File: config.mk
export PLATFORM = sky130hd
export DESIGN_NAME = tftp_write_session_receiver
export DESIGN_NICKNAME = d
export VERILOG_FILES = /design/src/rtl/core/tftpw_pkg.sv /design/src/rtl/core/tftp_write_session_receiver.sv /design/src/rtl/core/tftpw_engine.sv
export VERILOG_INCLUDE_DIRS = /design/src /design/src/rtl/core
export SDC_FILE = /design/constraint.sdc
export NUM_CORES = 1
export LEC_CHECK = 0
export BUFFER_PORTS_ARGS = -buffer_cell sky130_fd_sc_hd__buf_4
export CELL_PAD_IN_SITES_DETAIL_PLACEMENT = 1
export CELL_PAD_IN_SITES_GLOBAL_PLACEMENT = 2
export CORE_MARGIN = 1
export CORE_UTILIZATION = 43
export CTS_BUF_LIST = sky130_fd_sc_hd__clkbuf_2
export CTS_CLUSTER_SIZE = 28
export DETAILED_ROUTE_END_ITERATION = 10
export PLACE_DENSITY_LB_ADDON = 0.1
export SYNTH_ARGS = -nofsm -noshare
export SYNTH_HDL_FRONTEND = slang
export SYNTH_SLANG_ARGS = --single-unit
File: constraint.sdc
create_clock -name clk -period 10.6 [get_ports clk]
set_input_delay 3.18 -clock clk [delete_from_list [all_inputs] [get_ports clk]]
set_output_delay 3.18 -clock clk [all_outputs]
set_load 0.005 [all_outputs]
File: src/rtl/core/assert_macros.svh
// Assertion helpers shared by the RTL. Both assume a clock named clk and an
// active-low asynchronous reset named arst_n in the scope of use.
`ifndef ASSERT_MACROS_SVH
`define ASSERT_MACROS_SVH
`ifndef SYNTHESIS
`define ASSERT_ALWAYS(label, prop, msg) \
	label: assert property (@(posedge clk) disable iff (!arst_n) (prop)) else $error(msg);
`define ASSERT_IMPLIES(label, ante, cons, msg) \
	label: assert property (@(posedge clk) disable iff (!arst_n) (ante) |-> (cons)) \
		else $error(msg);
`else
`define ASSERT_ALWAYS(label, prop, msg)
`define ASSERT_IMPLIES(label, ante, cons, msg)
`endif
`endif

File: src/rtl/core/tftpw_pkg.sv
`default_nettype none

package tftpw_pkg;

	// Item kinds carried in the op field.
	localparam logic [1:0] OP_START  = 2'd0;
	localparam logic [1:0] OP_PACKET = 2'd1;
	localparam logic [1:0] OP_TICK   = 2'd2;

	// Error kinds reported with send_error.
	localparam logic [1:0] ERR_SHORT     = 2'd0;
	localparam logic [1:0] ERR_UNKNOWN   = 2'd1;
	localparam logic [1:0] ERR_DISK_FULL = 2'd2;
	localparam logic [1:0] ERR_RETRY_MAX = 2'd3;

	// Configuration register indexes.
	localparam logic CFG_MAX_RETRIES   = 1'b0;
	localparam logic CFG_TIMEOUT_TICKS = 1'b1;

	// Register reset values.
	localparam logic [3:0]  MAX_RETRIES_RST   = 4'd3;
	localparam logic [15:0] TIMEOUT_TICKS_RST = 16'd10000;

	// Protocol constants.
	localparam logic [15:0] OPC_DATA  = 16'd3;
	localparam logic [15:0] HDR_BYTES = 16'd4;
	localparam logic [3:0]  RETRY_SAT = 4'd15;

	typedef struct packed {
		logic [1:0]  op;
		logic [15:0] packet_len;
		logic [15:0] pkt_opcode;
		logic [15:0] block_number;
		logic        store_failed;
	} item_t;

	typedef struct packed {
		logic        send_ack;
		logic [15:0] ack_block;
		logic        send_error;
		logic [1:0]  error_kind;
		logic [9:0]  commit_len;
		logic        session_end;
		logic [31:0] bytes_total;
	} result_t;

endpackage

`default_nettype wire

File: src/rtl/core/tftp_write_session_receiver.sv
// TFTP write-session receiver.
// Input channel (in_valid/in_ready) carries one word per event: a session
// start, a received packet header with its length and the sink's write status,
// or a timer tick. Every input word yields exactly one result word on the
// output channel (out_valid/out_ready): ACK and ERROR requests, the bytes
// committed by this word, a session-end flag and the running byte total.
// Configuration (cfg_valid/cfg_ready, cfg_index, cfg_data) sets max_retries
// (index 0, low 4 bits) and timeout_ticks (index 1, 16 bits); cfg_ready is
// always high and writes are expected only while the block is idle.
// Flow: a word accepted into the input register has its result loaded into
// the output register once that register can take it. Throughput is one word
// per cycle while the output is not stalled: an input register feeds a single
// decision step that updates the session state and loads the output register.
// When out_ready is low the result holds; the input register still takes one
// more word, and in_ready drops only once both registers are full.
// Reset clears the session (idle, counters zero), empties both registers and
// restores max_retries to 3 and timeout_ticks to 10000.
`default_nettype none
`include "assert_macros.svh"

module tftp_write_session_receiver #(
	parameter int BLOCK_BYTES = 512
) (
	input  wire logic        clk,
	input  wire logic        arst_n,
	input  wire logic        cfg_valid,
	output logic             cfg_ready,
	input  wire logic        cfg_index,
	input  wire logic [15:0] cfg_data,
	input  wire logic        in_valid,
	output logic             in_ready,
	input  wire logic [1:0]  op,
	input  wire logic [15:0] packet_len,
	input  wire logic [15:0] pkt_opcode,
	input  wire logic [15:0] block_number,
	input  wire logic        store_failed,
	output logic             out_valid,
	input  wire logic        out_ready,
	output logic             send_ack,
	output logic [15:0]      ack_block,
	output logic             send_error,
	output logic [1:0]       error_kind,
	output logic [9:0]       commit_len,
	output logic             session_end,
	output logic [31:0]      bytes_total
);

	logic [3:0]         max_retries_q;
	logic [15:0]        timeout_ticks_q;
	logic               valid_s1;
	tftpw_pkg::item_t   item_s1;
	logic               out_valid_q;
	tftpw_pkg::result_t res_q;
	tftpw_pkg::result_t res_d;
	logic               fire;

	assign cfg_ready = 1'b1;

	// Configuration registers.
	always_ff @(posedge clk or negedge arst_n) begin
		if (!arst_n) begin
			max_retries_q   <= tftpw_pkg::MAX_RETRIES_RST;
			timeout_ticks_q <= tftpw_pkg::TIMEOUT_TICKS_RST;
		end else if (cfg_valid) begin
			case (cfg_index)
				tftpw_pkg::CFG_MAX_RETRIES:   max_retries_q   <= cfg_data[3:0];
				tftpw_pkg::CFG_TIMEOUT_TICKS: timeout_ticks_q <= cfg_data;
				default: begin
				end
			endcase
		end
	end

	// Handshake: the decision step runs when the output register can take a word.
	assign fire     = valid_s1 && (!out_valid_q || out_ready);
	assign in_ready = !valid_s1 || fire;

	// Input register.
	always_ff @(posedge clk or negedge arst_n) begin
		if (!arst_n) begin
			valid_s1 <= 1'b0;
		end else if (in_ready) begin
			valid_s1 <= in_valid;
		end
	end

	always_ff @(posedge clk) begin
		if (in_valid && in_ready) begin
			item_s1.op           <= op;
			item_s1.packet_len   <= packet_len;
			item_s1.pkt_opcode   <= pkt_opcode;
			item_s1.block_number <= block_number;
			item_s1.store_failed <= store_failed;
		end
	end

	tftpw_engine #(
		.BLOCK_BYTES(BLOCK_BYTES)
	) u_engine (
		.clk          (clk),
		.arst_n       (arst_n),
		.fire         (fire),
		.item         (item_s1),
		.max_retries  (max_retries_q),
		.timeout_ticks(timeout_ticks_q),
		.result       (res_d)
	);

	// Output register.
	always_ff @(posedge clk or negedge arst_n) begin
		if (!arst_n) begin
			out_valid_q <= 1'b0;
		end else if (fire) begin
			out_valid_q <= 1'b1;
		end else if (out_ready) begin
			out_valid_q <= 1'b0;
		end
	end

	always_ff @(posedge clk) begin
		if (fire) begin
			res_q <= res_d;
		end
	end

	assign out_valid   = out_valid_q;
	assign send_ack    = res_q.send_ack;
	assign ack_block   = res_q.ack_block;
	assign send_error  = res_q.send_error;
	assign error_kind  = res_q.error_kind;
	assign commit_len  = res_q.commit_len;
	assign session_end = res_q.session_end;
	assign bytes_total = res_q.bytes_total;

	// Every error closes the session.
	`ASSERT_IMPLIES(a_err_ends, out_valid_q && res_q.send_error, res_q.session_end, "error without session end")
	// ACK and ERROR are never requested together.
	`ASSERT_ALWAYS(a_ack_xor_err, !(out_valid_q && res_q.send_ack && res_q.send_error), "ACK and ERROR together")
	// Committed bytes always come with an ACK.
	`ASSERT_IMPLIES(a_commit_ack, out_valid_q && res_q.commit_len != 10'd0, res_q.send_ack, "commit without ACK")
	// With both registers full and the output stalled, no new word enters.
	`ASSERT_IMPLIES(a_full_stall, valid_s1 && out_valid_q && !out_ready, !in_ready && !fire, "overrun while stalled")

endmodule

`default_nettype wire

File: src/rtl/core/tftpw_engine.sv
`default_nettype none

module tftpw_engine #(
	parameter int BLOCK_BYTES = 512
) (
	input  wire logic             clk,
	input  wire logic             arst_n,
	input  wire logic             fire,
	input  wire tftpw_pkg::item_t item,
	input  wire logic [3:0]       max_retries,
	input  wire logic [15:0]      timeout_ticks,
	output tftpw_pkg::result_t    result
);

	localparam logic [15:0] BLOCK_LEN = 16'(BLOCK_BYTES);

	logic        active_q;
	logic [15:0] last_q;
	logic [31:0] bytes_q;
	logic [3:0]  retry_q;
	logic [15:0] timeout_q;

	logic        active_d;
	logic [15:0] last_d;
	logic [31:0] bytes_d;
	logic [3:0]  retry_d;
	logic [15:0] timeout_d;

	logic [15:0] pay;
	logic [15:0] next_blk;
	logic [3:0]  retry_inc;

	assign pay       = item.packet_len - tftpw_pkg::HDR_BYTES;
	assign next_blk  = last_q + 16'd1;
	assign retry_inc = (retry_q != tftpw_pkg::RETRY_SAT) ? retry_q + 4'd1 : retry_q;

	// Decide the result and the next session state for the current word.
	always_comb begin
		active_d  = active_q;
		last_d    = last_q;
		bytes_d   = bytes_q;
		retry_d   = retry_q;
		timeout_d = timeout_q;
		result    = '0;
		case (item.op)
			tftpw_pkg::OP_START: begin
				active_d        = 1'b1;
				last_d          = '0;
				bytes_d         = '0;
				retry_d         = '0;
				timeout_d       = timeout_ticks;
				result.send_ack = 1'b1;
			end
			tftpw_pkg::OP_PACKET: begin
				if (active_q) begin
					if (item.packet_len < tftpw_pkg::HDR_BYTES) begin
						active_d           = 1'b0;
						result.send_error  = 1'b1;
						result.error_kind  = tftpw_pkg::ERR_SHORT;
						result.session_end = 1'b1;
					end else if (item.pkt_opcode != tftpw_pkg::OPC_DATA) begin
						active_d           = 1'b0;
						result.session_end = 1'b1;
					end else begin
						retry_d   = '0;
						timeout_d = timeout_ticks;
						if (item.block_number != next_blk) begin
							// Out-of-order block: repeat the last ACK.
							result.send_ack  = 1'b1;
							result.ack_block = last_q;
						end else if (pay > BLOCK_LEN) begin
							active_d           = 1'b0;
							result.send_error  = 1'b1;
							result.error_kind  = tftpw_pkg::ERR_UNKNOWN;
							result.session_end = 1'b1;
						end else if (pay != 16'd0 && item.store_failed) begin
							last_d             = item.block_number;
							active_d           = 1'b0;
							result.send_error  = 1'b1;
							result.error_kind  = tftpw_pkg::ERR_DISK_FULL;
							result.session_end = 1'b1;
						end else begin
							if (pay != 16'd0) begin
								last_d  = item.block_number;
								bytes_d = bytes_q + {16'd0, pay};
							end
							result.send_ack   = 1'b1;
							result.ack_block  = item.block_number;
							result.commit_len = pay[9:0];
							// A short block closes the transfer.
							if (pay != BLOCK_LEN) begin
								active_d           = 1'b0;
								result.session_end = 1'b1;
							end
						end
					end
				end
			end
			tftpw_pkg::OP_TICK: begin
				if (active_q) begin
					if (timeout_q > 16'd1) begin
						timeout_d = timeout_q - 16'd1;
					end else begin
						retry_d = retry_inc;
						if (retry_inc >= max_retries) begin
							active_d           = 1'b0;
							result.send_error  = 1'b1;
							result.error_kind  = tftpw_pkg::ERR_RETRY_MAX;
							result.session_end = 1'b1;
						end else begin
							timeout_d        = timeout_ticks;
							result.send_ack  = 1'b1;
							result.ack_block = last_q;
						end
					end
				end
			end
			default: begin
				// Unused op code: ignored.
			end
		endcase
		result.bytes_total = bytes_d;
	end

	// Session state advances once per processed word.
	always_ff @(posedge clk or negedge arst_n) begin
		if (!arst_n) begin
			active_q  <= 1'b0;
			last_q    <= '0;
			bytes_q   <= '0;
			retry_q   <= '0;
			timeout_q <= '0;
		end else if (fire) begin
			active_q  <= active_d;
			last_q    <= last_d;
			bytes_q   <= bytes_d;
			retry_q   <= retry_d;
			timeout_q <= timeout_d;
		end
	end

endmodule

`default_nettype wire
=== Word level (Yosys, flattened, before mapping) ===
Index checks and enable logic that the tools add are counted.

* Output and inout bits: 66
* Input port bits: 73
* Word-level logic and storage cells: 138
* Register bits after elaboration: 205

* Reductions and logical operators: 19
* Mux-type cells: 71
* $lt $le $gt $ge: 4
* Eq/ne operators: 15
* Bitwise gates (word level): 3
* Add/subtract/negate cells: 5

{| class="wikitable"
|+ Operators by type and width
! kind !! number
|-
| $mux W32 || 7
|-
| $mux W16 || 13
|-
| $mux W17 || 5
|-
| $pmux W32 S2 || 1
|-
| $pmux W16 S3 || 1
|-
| $mux W20 || 2
|-
| $pmux W19 S2 || 1
|-
| $add A32 B16 Y32 || 1
|-
| $pmux W16 S2 || 1
|-
| $mux W31 || 1
|-
| $mux W10 || 3
|-
| $mux W30 || 1
|-
| $mux W4 || 6
|-
| $mux W1 || 20
|-
| $add A16 B1 Y16 const B || 1
|-
| $gt A16 B1 Y1 const B || 1
|-
| $gt A16 B10 Y1 const B || 1
|-
| $lt A16 B3 Y1 const B || 1
|-
| $ne A16 B10 Y1 const B || 1
|-
| $ne A16 B16 Y1 || 1
|-
| $ne A16 B2 Y1 const B || 1
|-
| $reduce_bool A16 Y1 || 1
|-
| $sub A16 B1 Y16 const B || 1
|-
| $sub A16 B3 Y16 const B || 1
|-
| other kinds (25) || 44
|}

=== Depth between registers and ports, before layout ===
Gate-level depths: netlist of the first run.

* Depth after elaboration: 10
* Depth in mapped cells: 16
* Mapped depth without buffers: 14

=== By module ===
A second synthesis of the first run with hierarchy kept.

* Cells, all modules: 1,041
* Area total of the unflattened synthesis: 11,053.1 µm²

{| class="wikitable"
|+ By module, submodules not included
! module !! area each (µm²) !! instances !! cells each !! sequential area each (µm²)
|-
| tftpw_engine || 6,775.2 || 1 || 874 || 1,726.7
|-
| tftp_write_session_receiver || 4,277.9 || 1 || 167 || 3,982.6
|}

=== Worst setup path after synthesis of the first run ===
Ideal clock, no wire load.

* Path type: input to output
* From: input port out_ready
* To: output port in_ready
* Setup slack: 4.066 ns
* Stages: 1
* Arrival time: 3.354 ns
* Required time: 7.420 ns
* Buffers on the path: 0
* Path through: nand3b_1

* Word-level cells in the longest chain between the ends: 3

{| class="wikitable"
|+ RTL lines
! element !! line !! text
|-
| from (decl) || tftp_write_session_receiver.sv:38 || <nowiki>input wire logic out_ready,</nowiki>
|-
| $logic_or A1 B1 Y1 || tftp_write_session_receiver.sv:75 || <nowiki>assign fire = valid_s1 && (!out_valid_q || out_ready);</nowiki>
|-
| $logic_and A1 B1 Y1 || tftp_write_session_receiver.sv:75 ||
|-
| $logic_or A1 B1 Y1 || tftp_write_session_receiver.sv:76 || <nowiki>assign in_ready = !valid_s1 || fire;</nowiki>
|-
| to (decl) || tftp_write_session_receiver.sv:31 || <nowiki>output logic in_ready,</nowiki>
|}

No other way between the ends.

=== Worst setup path after layout of the first run ===
Ends and elaborated chain as after synthesis.

==> metrics.txt, run 1 <==
Syn. warnings 0; leakage 5.31 nW; cts repair resizes 0; period utilization 64.3%; setup_tns 0 ps; vias in the first global route 8,820; final setup margin 3790 ps; Worst Path Arrival 3630 ps; GRT Util Overall 22.7%; Yosys cell types 81; Worst-path clk slew 90 ps; Crit. Startpoint out_ready; post-CTS setup buffers 0; clk sink count 205; Synth area leader edfxtp_1; register area share after synthesis 53.0%; Iteration-0 DRC Markers 453; placement-stage worst setup slack 3790 ps; fin. max-slew vios 0; post-synthesis async set-or-reset flop share 44.4%; nature of the critical path endpoint primary output; Post-Layout Cell Count 1,515; Placed Instance Area 12,000 µm²; largest net degree at the start of global routing 52; full die area 25,700 µm²; Die W 160 µm; met3 routed WL 1680 µm; max_cap viols 0; Switch Pwr 0.580 mW; cells after synthesis 985; total power 1.90 mW; r2r setup slk 6060 ps; Vias/cell 5.58; Placed Instances 1,409; Synth Register Bits 205; initial antenna violation count 1; final WL 28,300 µm; status finished, final reports clean; total CTS buffers 55; syn_nets 1,092; internal cell power 1.32 mW; Reg power frac 52.4%; ANT nets after route 0; first-pass GRT wire length 46,600 µm; final setup violation count 0; Critical Path Source Type primary input; unrepaired setup endpoints after global routing no; initial core utilization 44.0%; top-level I/O count 139; RD Place Congestion 0.832; Critical Path Sink in_ready; Worst Path Max Fanout 3; Clock Latency Late Sink 870 ps; top cell type's share of synthesized area 31.8%; DR WL/cell 18.7 µm; fin nets 1,250; Min-Delay Path Class flop to flop; Top Metal Used met4; worst hold slack 514 ps; Sw Share 30.6%; top-count cell post-synth edfxtp_1; Vias 8,451; Most used DFF post-synth edfxtp_1; filler cell count 2,754; worst path required time 7420 ps; post-route cell area 12,600 µm²; met1 WL 13,300 µm; Post-synth top cells edfxtp_1 (114), nand2_1 (86), dfrtp_1 (84), nor2_1 (69), o21ai_0 (58); input/output buffers 137; CTS Hold Bufs 0; synth top area cells edfxtp_1 (32%), dfrtp_1 (20%), ha_1 (3.8%); R2R Path Start item_s1[35]$_DFFE_PP_; Reg2Reg Depth 13; Comb power frac 15.9%; Worst Setup Path Type primary input to primary output; syn avg cell area 10.9 µm²; Util after Layout 51.4%; capture point of the worst reg-to-reg path bytes_total[20]$_DFFE_PP_; ratio of cells with drive above 1 in the final layout 25.0%; Post-synth EDFFs 114; drt drc 0; 1st-pass router iterations 4; core region area 24,500 µm²; max frequency 0.147 GHz; met2 WL 12,800 µm; Area growth syn-to-layout 16.8%; PwrDens 151 nW/µm²; die height 160 µm; Slew @ Worst Pin 1090 ps; CTS Root Buffer Type clkbuf_2; Rel. slew slack 27.2%; row count 57; Synth Cell Area 10,800 µm²; final hold violation count 0; Worst Clk Skew 43.9 ps; Longest Clk Path Bufs 3; clock group share of total power 31.7%; Multi-input gate area 4720 µm²; H-Tree Depth 2; DP HPWL 19,500 µm; fin crit period 6810 ps; TritonCTS clock tree done; gr ovfl total 0; register area 5710 µm²; Max VDD drop 0.0853 mV
## placed cells by master (no fill, tap or decap), drive strengths merged, types with 12 or more instances in the layout
cell    netlist  final
a21o         17     17
mux2         18     18
a211oi       12     12
o21ai        71     71
nand4        19     19
dfrtp        84     84
a22o         41     41
nand2        86     86
and3         15     15
buf          20    144
xnor2        21     21
nand3        34     34
nor3         30     30
clkbuf       23     94
inv          32     33
nor2         71     71
edfxtp      114    114
ha           33     33
mux2i        13     13
nor4         17     17
xor2         22     22
a21oi        48     48
nand2b       13     13
## kinds of logic after synthesis
logic type,share of synthesized area [%]
simple gates,16.0
compound gates,17.1
flops,53.0
buf+inv,3.21
xor+xnor,3.50
fa+ha+maj,4.02
mux,3.09
other cells,0.0348
## routing by layer
layer	global-route usage, %	vias up
met5	0	-
met1	30.9	4162
met2	35.7	194
met4	6.97	0
met3	5.53	45
li1	-	4050
## critical path, stage by stage
cell,delay (ps)
buf_4,110
nand3b_1,180
buf_4,160
## worst min path at each step
stage,startpoint,end,slack [ps],depth (start not counted)
4_1_cts,timeout_ticks_q[5]$_DFFE_PN0P_,timeout_ticks_q[5]$_DFFE_PN0P_,520,1
2_1_floorplan,valid_s1$_DFFE_PN0N_,out_valid$_DFFE_PN0P_,460,1
3_5_place_dp,timeout_ticks_q[3]$_DFFE_PN0P_,timeout_ticks_q[3]$_DFFE_PN0P_,500,1
5_1_grt,timeout_ticks_q[7]$_DFFE_PN0P_,timeout_ticks_q[7]$_DFFE_PN0P_,540,1
6_report,timeout_ticks_q[5]$_DFFE_PN0P_,timeout_ticks_q[5]$_DFFE_PN0P_,510,1
3_3_place_gp,valid_s1$_DFFE_PN0N_,out_valid$_DFFE_PN0P_,490,1
## registers in the layout (all words and copies together) (netlist names), 10 cells and up
| register | cells |
|---|---|
| item_s1 | 51 |
| bytes_total | 32 |
| u_engine.bytes_q | 32 |
| ack_block | 16 |
| timeout_ticks_q | 16 |
| u_engine.last_q | 16 |
| u_engine.timeout_q | 16 |
| commit_len | 10 |
## power by group through the flow
stage               Clock, mW  Sequential, mW  Combinational [mW]
floorplan                   0           0.993               0.191
global placement            0            1.01               0.295
detailed placement          0            1.01               0.304
CTS                     0.623           0.994               0.306
global route            0.663            1.00               0.342
finish                  0.601           0.993               0.302
## cell type report
type,count,share of cell area (%)
multi-input cells,705,37.5
well taps,324,3.22
repair buffers,144,8.62
clock inverters,10,0.547
inverters,32,0.955
clock buffers,94,3.74
flip-flops and latches,205,45.4
diodes,1,0.0199
(Power assumes the default switching activity.)
==> inputs of run 2 (changes only) <==
- CORE_UTILIZATION: 43 -> 36
- clock period: 10.6 -> 5.95 ns (I/O delays scaled with it)
==> metrics.txt, run 2 (synthesis results as in run 1) <==
fin nets 1,253 (+0.24%); Iteration-0 DRC Markers 410 (-9.5%); cts repair resizes 0 (unchanged); post-route cell area 12,700 µm² (+0.82%); status finished, final reports clean; 1st-pass router iterations 4 (unchanged); top-level I/O count 139 (unchanged); gr ovfl total 0 (unchanged); final setup violation count 0 (unchanged); worst hold slack 516 ps (+1.14 ps); unrepaired setup endpoints after global routing no; H-Tree Depth 2 (unchanged); Die W 175 µm (+9.2%); ratio of cells with drive above 1 in the final layout 24.4% (-0.63 points); Worst Clk Skew 69.2 ps (+25.3 ps); Slew @ Worst Pin 1060 ps (-26.5 ps); fin. max-slew vios 0 (unchanged); DP HPWL 21,100 µm (+8.2%); Placed Instance Area 12,100 µm² (+0.87%); max FFs per register 51 (unchanged); slowest library cell on the worst path nor3_4; max frequency 0.220 GHz; full die area 30,600 µm² (+19%); largest net degree at the start of global routing 52 (unchanged); Top Metal Used met4; Vias/cell 5.36 (-4.0%); peak per-stage delay on the critical path 750 ps (+570 ps); Area growth syn-to-layout 17.8%; post-CTS setup buffers 0 (unchanged); Worst Setup Path Type flop to flop; drt drc 0 (unchanged); Worst-path clk slew 110 ps (+20 ps); fin crit period 4540 ps; final WL 29,700 µm (+4.9%); leakage 5.30 nW (-0.18%); final hold violation count 0 (unchanged); met1 WL 13,900 µm (+4.1%); met3 routed WL 1730 µm (+3.1%); die height 175 µm (+9.2%); setup_tns 0 ps (unchanged); largest register by flop count item_s1; clk sink count 205 (unchanged); period utilization 76.4%; first-pass GRT wire length 48,600 µm (+4.4%); DR WL/cell 18.9 µm (+0.82%); core region area 29,100 µm² (+19%); initial core utilization 37.0% (-7.0 points); Rel. slew slack 28.7% (+1.5 points); PwrDens 267 nW/µm² (+77%); Vias 8,449 (-0.024%); critical-path cell list inv_1 > ha_1 > nor2b_1 > nand4_1 > xnor2_1 > nor4b_2 > nand3b_1 > nor3_4 > buf_4 > mux2i_1 > o21ai_1; Worst Path Arrival 5120 ps (+1490 ps); row count 62 (+8.8%); TritonCTS clock tree done; Critical Path Source Type flop; CTS Hold Bufs 0 (unchanged); worst path required time 6530 ps (-890 ps); ANT nets after route 0 (unchanged); RD Place Congestion 0.815 (-2.0%); commonest non-fill, non-tap cell in the layout buf_4; input/output buffers 137 (unchanged); Longest Clk Path Bufs 3 (unchanged); total CTS buffers 55 (unchanged); CTS Root Buffer Type clkbuf_2; Worst Path Max Fanout 16 (+13); initial antenna violation count 1 (unchanged); most frequent cells in the layout buf_4 (147), edfxtp_1 (114), nand2_1 (86); Max VDD drop 0.146 mV (+71%); met2 WL 13,500 µm (+5.8%); Min-Delay Path Class flop to flop; Clock Latency Late Sink 880 ps (about the same); nature of the critical path endpoint flop; GRT Util Overall 20.1% (-2.6 points); max_cap viols 0 (unchanged); vias in the first global route 8,867 (+0.53%)
==> run 2: cell types whose count changed in the layout (fill, tap and decap cells not counted) <==
cell	previous run	this run
clkinv_1	7	16
buf_4	143	147
buf_6	1	0
bufinv_16	1	2
clkinv_4	1	0
inv_2	2	1
clkinvlp_4	0	1
clkinv_2	0	3
clkbuf_2	94	81
==> run 2: power by group <==
part           internal (mW)  leakage (nW)  switching [mW]
Clock                  0.455         0.402           0.615
Sequential              1.65          2.24           0.118
Combinational          0.236          2.66           0.311
Total                   2.35          5.30            1.04
==> run 2: worst max-delay path, delay by kind of cell (launching register included) <==
kind | cells | cell delay, ps
buffers and inverters | 2 | 470
AO/OA/AOI/OAI | 1 | 90
AND/OR/NAND/NOR | 5 | 2510
XOR/XNOR | 1 | 200
flip-flops | 1 | 490
multiplexers | 1 | 220
adder cells (fa/ha/maj) | 1 | 250
==> run 2: final timing paths <==
path | start | end | slack, ps | depth (start not counted)
min reg2reg | valid_s1$_DFFE_PN0N_ | out_valid$_DFFE_PN0P_ | 520 | 1
min | valid_s1$_DFFE_PN0N_ | out_valid$_DFFE_PN0P_ | 520 | 1
max reg2reg | item_s1[35]$_DFFE_PP_ | bytes_total[5]$_DFFE_PP_ | 1410 | 11
max | item_s1[35]$_DFFE_PP_ | bytes_total[5]$_DFFE_PP_ | 1410 | 11
min in group asynchronous | arst_n | u_engine.bytes_q[0]$_DFFE_PN0P_ | 980 | 1
max in group asynchronous | arst_n | u_engine.retry_q[2]$_DFFE_PN0P_ | 3840 | 2
==> run 2: area by class of cell <==
type / instances / area [µm²]
diodes: 1 / 2.50
clock buffers: 81 / 405
clock inverters: 22 / 143
fillers: 3274 / 16400
inverters: 32 / 120
multi-input cells: 705 / 4720
flip-flops and latches: 205 / 5710
well taps: 384 / 480
repair buffers: 147 / 1100
==> run 2: through the flow <==
step | util, % | setup slack (ps) | total power, mW | cells
floorplan | - | 1330 | 2.11 | 985
global placement | 41.7 | 1690 | 2.35 | 1473
detailed placement | 41.7 | 1460 | 2.36 | 1473
CTS | 43.6 | 1360 | 3.47 | 1576
global route | 43.6 | 1040 | 3.60 | 1577
finish | 43.6 | 1410 | 3.39 | 1577
==> run 2: layer usage <==
layer | up-vias | track usage [%]
li1 | 4066 | -
met1 | 4139 | 27.2
met2 | 192 | 31.9
met3 | 52 | 4.74
met4 | 0 | 6.01
met5 | - | 0
